### config.mk
export PLATFORM = sky130hd
export DESIGN_NAME = pnam_ram
export DESIGN_NICKNAME = d
export VERILOG_FILES = /design/src/rtl/pnam_ram.sv
export SDC_FILE = /design/constraint.sdc
export NUM_CORES = 2
export LEC_CHECK = 0
export BUFFER_PORTS_ARGS = -buffer_cell sky130_fd_sc_hd__buf_2
export CAP_MARGIN = 20
export CORE_AREA = 2 2 384 386
export DETAILED_ROUTE_END_ITERATION = 10
export DIE_AREA = 0 0 386 388
export GPL_ROUTABILITY_DRIVEN = 0
export HOLD_SLACK_MARGIN = 0.05
export PLACE_DENSITY = 0.76
export SLEW_MARGIN = 5
export SYNTH_ARGS = -nofsm -noshare
export SYNTH_HDL_FRONTEND = slang
export SYNTH_SLANG_ARGS = --single-unit
### constraint.sdc
create_clock -name clk -period 3.5 [get_ports clk]
set_input_delay 0.525 -clock clk [delete_from_list [all_inputs] [get_ports clk]]
set_output_delay 0.525 -clock clk [all_outputs]
set_load 0.005 [all_outputs]
### src/rtl/pnam_ram.sv
`timescale 1ns / 1ps
`default_nettype none

module pnam_ram #(
    parameter int WIDTH = 8,
    parameter int DEPTH = 256
) (
    input  wire logic                     clk,
    input  wire logic                     we,
    input  wire logic [$clog2(DEPTH)-1:0] waddr,
    input  wire logic [WIDTH-1:0]         wdata,
    input  wire logic                     re,
    input  wire logic [$clog2(DEPTH)-1:0] raddr,
    output logic      [WIDTH-1:0]         rdata
);

    logic [WIDTH-1:0] mem [DEPTH];

    // write port and registered read port
    always_ff @(posedge clk)
    begin
        if (we)
            mem[waddr] <= wdata;
        if (re)
            rdata <= mem[raddr];
    end

endmodule

`default_nettype wire

==> out/metrics.yaml <==
fmax_mhz: 314
worstPathMaxFanout: 33
synth_seq_area_share_pct: 77.5
finalCritPeriodShare_pct: 91.1
drtAntennaViolNets: 0
grtUsageTotal_pct: 26.9
synth_cell_type_count: 54
numCtsBuffers: 195
fin_cells: 6291
cp_slowest_stage_delay_ps: 970
maxCapViolCount: 0
tns_ps: 0
hold_viol_final: 0
r2r-start: "mem[232][6]"
hold_class: "in -> reg"
row_count: 140
via_per_inst: 6.58
grt_pass1_vias: 41700
grt_max_degree: 127
final_util_pct: 63.0
fp.dieArea_mm2: 0.150
synth_ff_type: "edfxtp_1"
dp_hpwl_um: 121000
h-tree-depth: 4
nets: 4233
drc: 0
crit_family: "buffers and inverters"
stdcell_area_mm2: 0.0915
crit_arrival_ps: 3740
setup_viol: 0
reg2regPathDepth: 6
die_w_um: 386
cp-start-kind: "primary input"
yosys.area.top_type_share_pct: 77.5
yosysTopAreaCell: "edfxtp_1"
path_clk_slew_ps: 60
hold_ws_ps: 117
p_leak_nw: 29.2
dr.pass1.iters: 6
syn_avg_cell_area_um2: 21.3
synth_nets: 3760
clock-sinks: 2056
io_pins: 35
status: "finished clean"
cts-hold-fix-buffers: 0
slew-limit-headroom_pct: 21.8
synth_edf_count: 2056
cp_common_cell: "buf_4"
crit_start: "raddr[0]"
synthCells: 3733
min_period_ps: 3190
area_growth_pct: 14.9
rr_endpoint: "rdata[6]"
drive_gt1_share_pct: 28.6
portBuffers: 34
r2r_setup_slack_ps: 390
ys.warnings.count: 0
critPathCaptureType: "register"
cts_setup_buffers: 0
initial_core_util_pct: 54.8
grt_overflow: 0
final_cell_mix: "2056 x edfxtp_1, 454 x mux4_2, 425 x buf_4"
totalPowerFinal_mw: 50.9
dpl_cell_area_mm2: 0.0851
cts_buffer_depth: 3
cp.depth: 10
cp_slowest_cell: "nor4_1"
skew_ps: 27.5
cp_num_buf_inv: 5
endpoint: "rdata[6]"
mostFrequentLayoutCell: "edfxtp_1"
worst_slew_pin_slew_ps: 1160
async_flop_share_pct: 0
power.density_mw_per_mm2: 557
via_count: 41400
cts_resized: 0
ys_seq_elements: 2056
fin_ws_ps: 312
synth_area_leaders: "edfxtp_1 78%, mux4_2 13%, mux2i_1 1.7%, nor2_1 1.3%, a22oi_1 1.3%"
cp_cell_sequence: "buf_8 > buf_12 > buf_4 > buf_4 > mux4_2 > a22oi_1 > a21oi_1 > nor4_1 > buf_4 > nor4_2"
core_region_area_mm2: 0.145
antenna_found_initial: 14
slew_violations: 0
grt_setup_unrepaired: "false"
placedCellCount: 5925
wl_per_cell_um: 31.6
dr.first_iter.drc_count: 6544
grt_pass1_wl_um: 288000
synthesis.area_mm2: 0.0796
max-vdd-ir-drop_mv: 0.516
cp.required_ps: 4050
clockRootBuffer: "clkbuf_16"
clkLatencyLatePin_ps: 830
pre_cts_slack_ps: -439
path_class: "in -> reg"
cts_tree: "done"
die_h_um: 388
drt_wl_total_um: 199000
## area by class of cell
class / count / area [um^2]
inverter: 2 / 7.51
tap: 1917 / 2400
clock inverter: 123 / 1320
fill: 9216 / 53700
sequential: 2056 / 61700
timing repair buffer: 509 / 4440
antenna: 3 / 7.51
clock buffer: 239 / 5090
multi-input combinational: 1442 / 16500
## worst reg2reg max path, delay by kind of cell, from the launching register on
| kind | cells | cell delay, ps |
|---|---|---|
| DFF | 1 | 370 |
| muxes | 1 | 530 |
| AOI/OAI and AO/OA | 2 | 630 |
| buffers and inverters | 1 | 260 |
| and+or+nand+nor | 2 | 1050 |
## per-layer routing
layer | part of all wire [%] | track usage (%)
met3 | 12 | 6.01
met1 | 36 | 37.1
met2 | 48 | 42.1
met5 | 0.057 | 0
met4 | 4.3 | 10.6
## report_power, final
group,switching (mW),internal (mW),total (mW)
combinational,1.65,0.980,2.63
clock,9.05,12.1,21.1
sequential,0.0401,27.2,27.2
## flip-flops by register name (all words and copies together), names as in the netlist
register	cells
mem	2048
rdata	8
## synth_stat cells, drive strengths merged, types with 6 or more instances
| library cell | n |
|---|---|
| a211oi | 16 |
| a21oi | 96 |
| a221oi | 14 |
| a22o | 8 |
| a22oi | 133 |
| and2 | 6 |
| buf | 122 |
| clkbuf | 111 |
| edfxtp | 2056 |
| mux2i | 134 |
| mux4 | 456 |
| nand2 | 33 |
| nand2b | 8 |
| nand3 | 34 |
| nand4 | 10 |
| nor2 | 282 |
| nor2b | 31 |
| nor3 | 22 |
| nor4 | 27 |
| o211ai | 10 |
| o21ai | 12 |
| o221ai | 47 |
| o22ai | 28 |
## kinds of logic after synthesis
| logic type | count (synthesis) | share of synthesized area (%) |
|---|---|---|
| flops | 2056 | 77.5 |
| mux | 591 | 14.6 |
| simple gates | 466 | 2.63 |
| compound gates | 385 | 3.42 |
| buf+inv | 235 | 1.83 |
## how the worst min path moves through the flow
stage | startpoint | to | slack, ps | depth (start not counted)
after floorplan | wdata[0] | mem[0][0] | 620 | 0
after global placement | re | rdata[6] | 940 | 1
after detailed placement | re | rdata[6] | 950 | 1
after CTS | re | rdata[5] | 70 | 1
after global routing | re | rdata[6] | 90 | 1
final | re | rdata[5] | 120 | 1
Power figures use the tool's default switching activity.
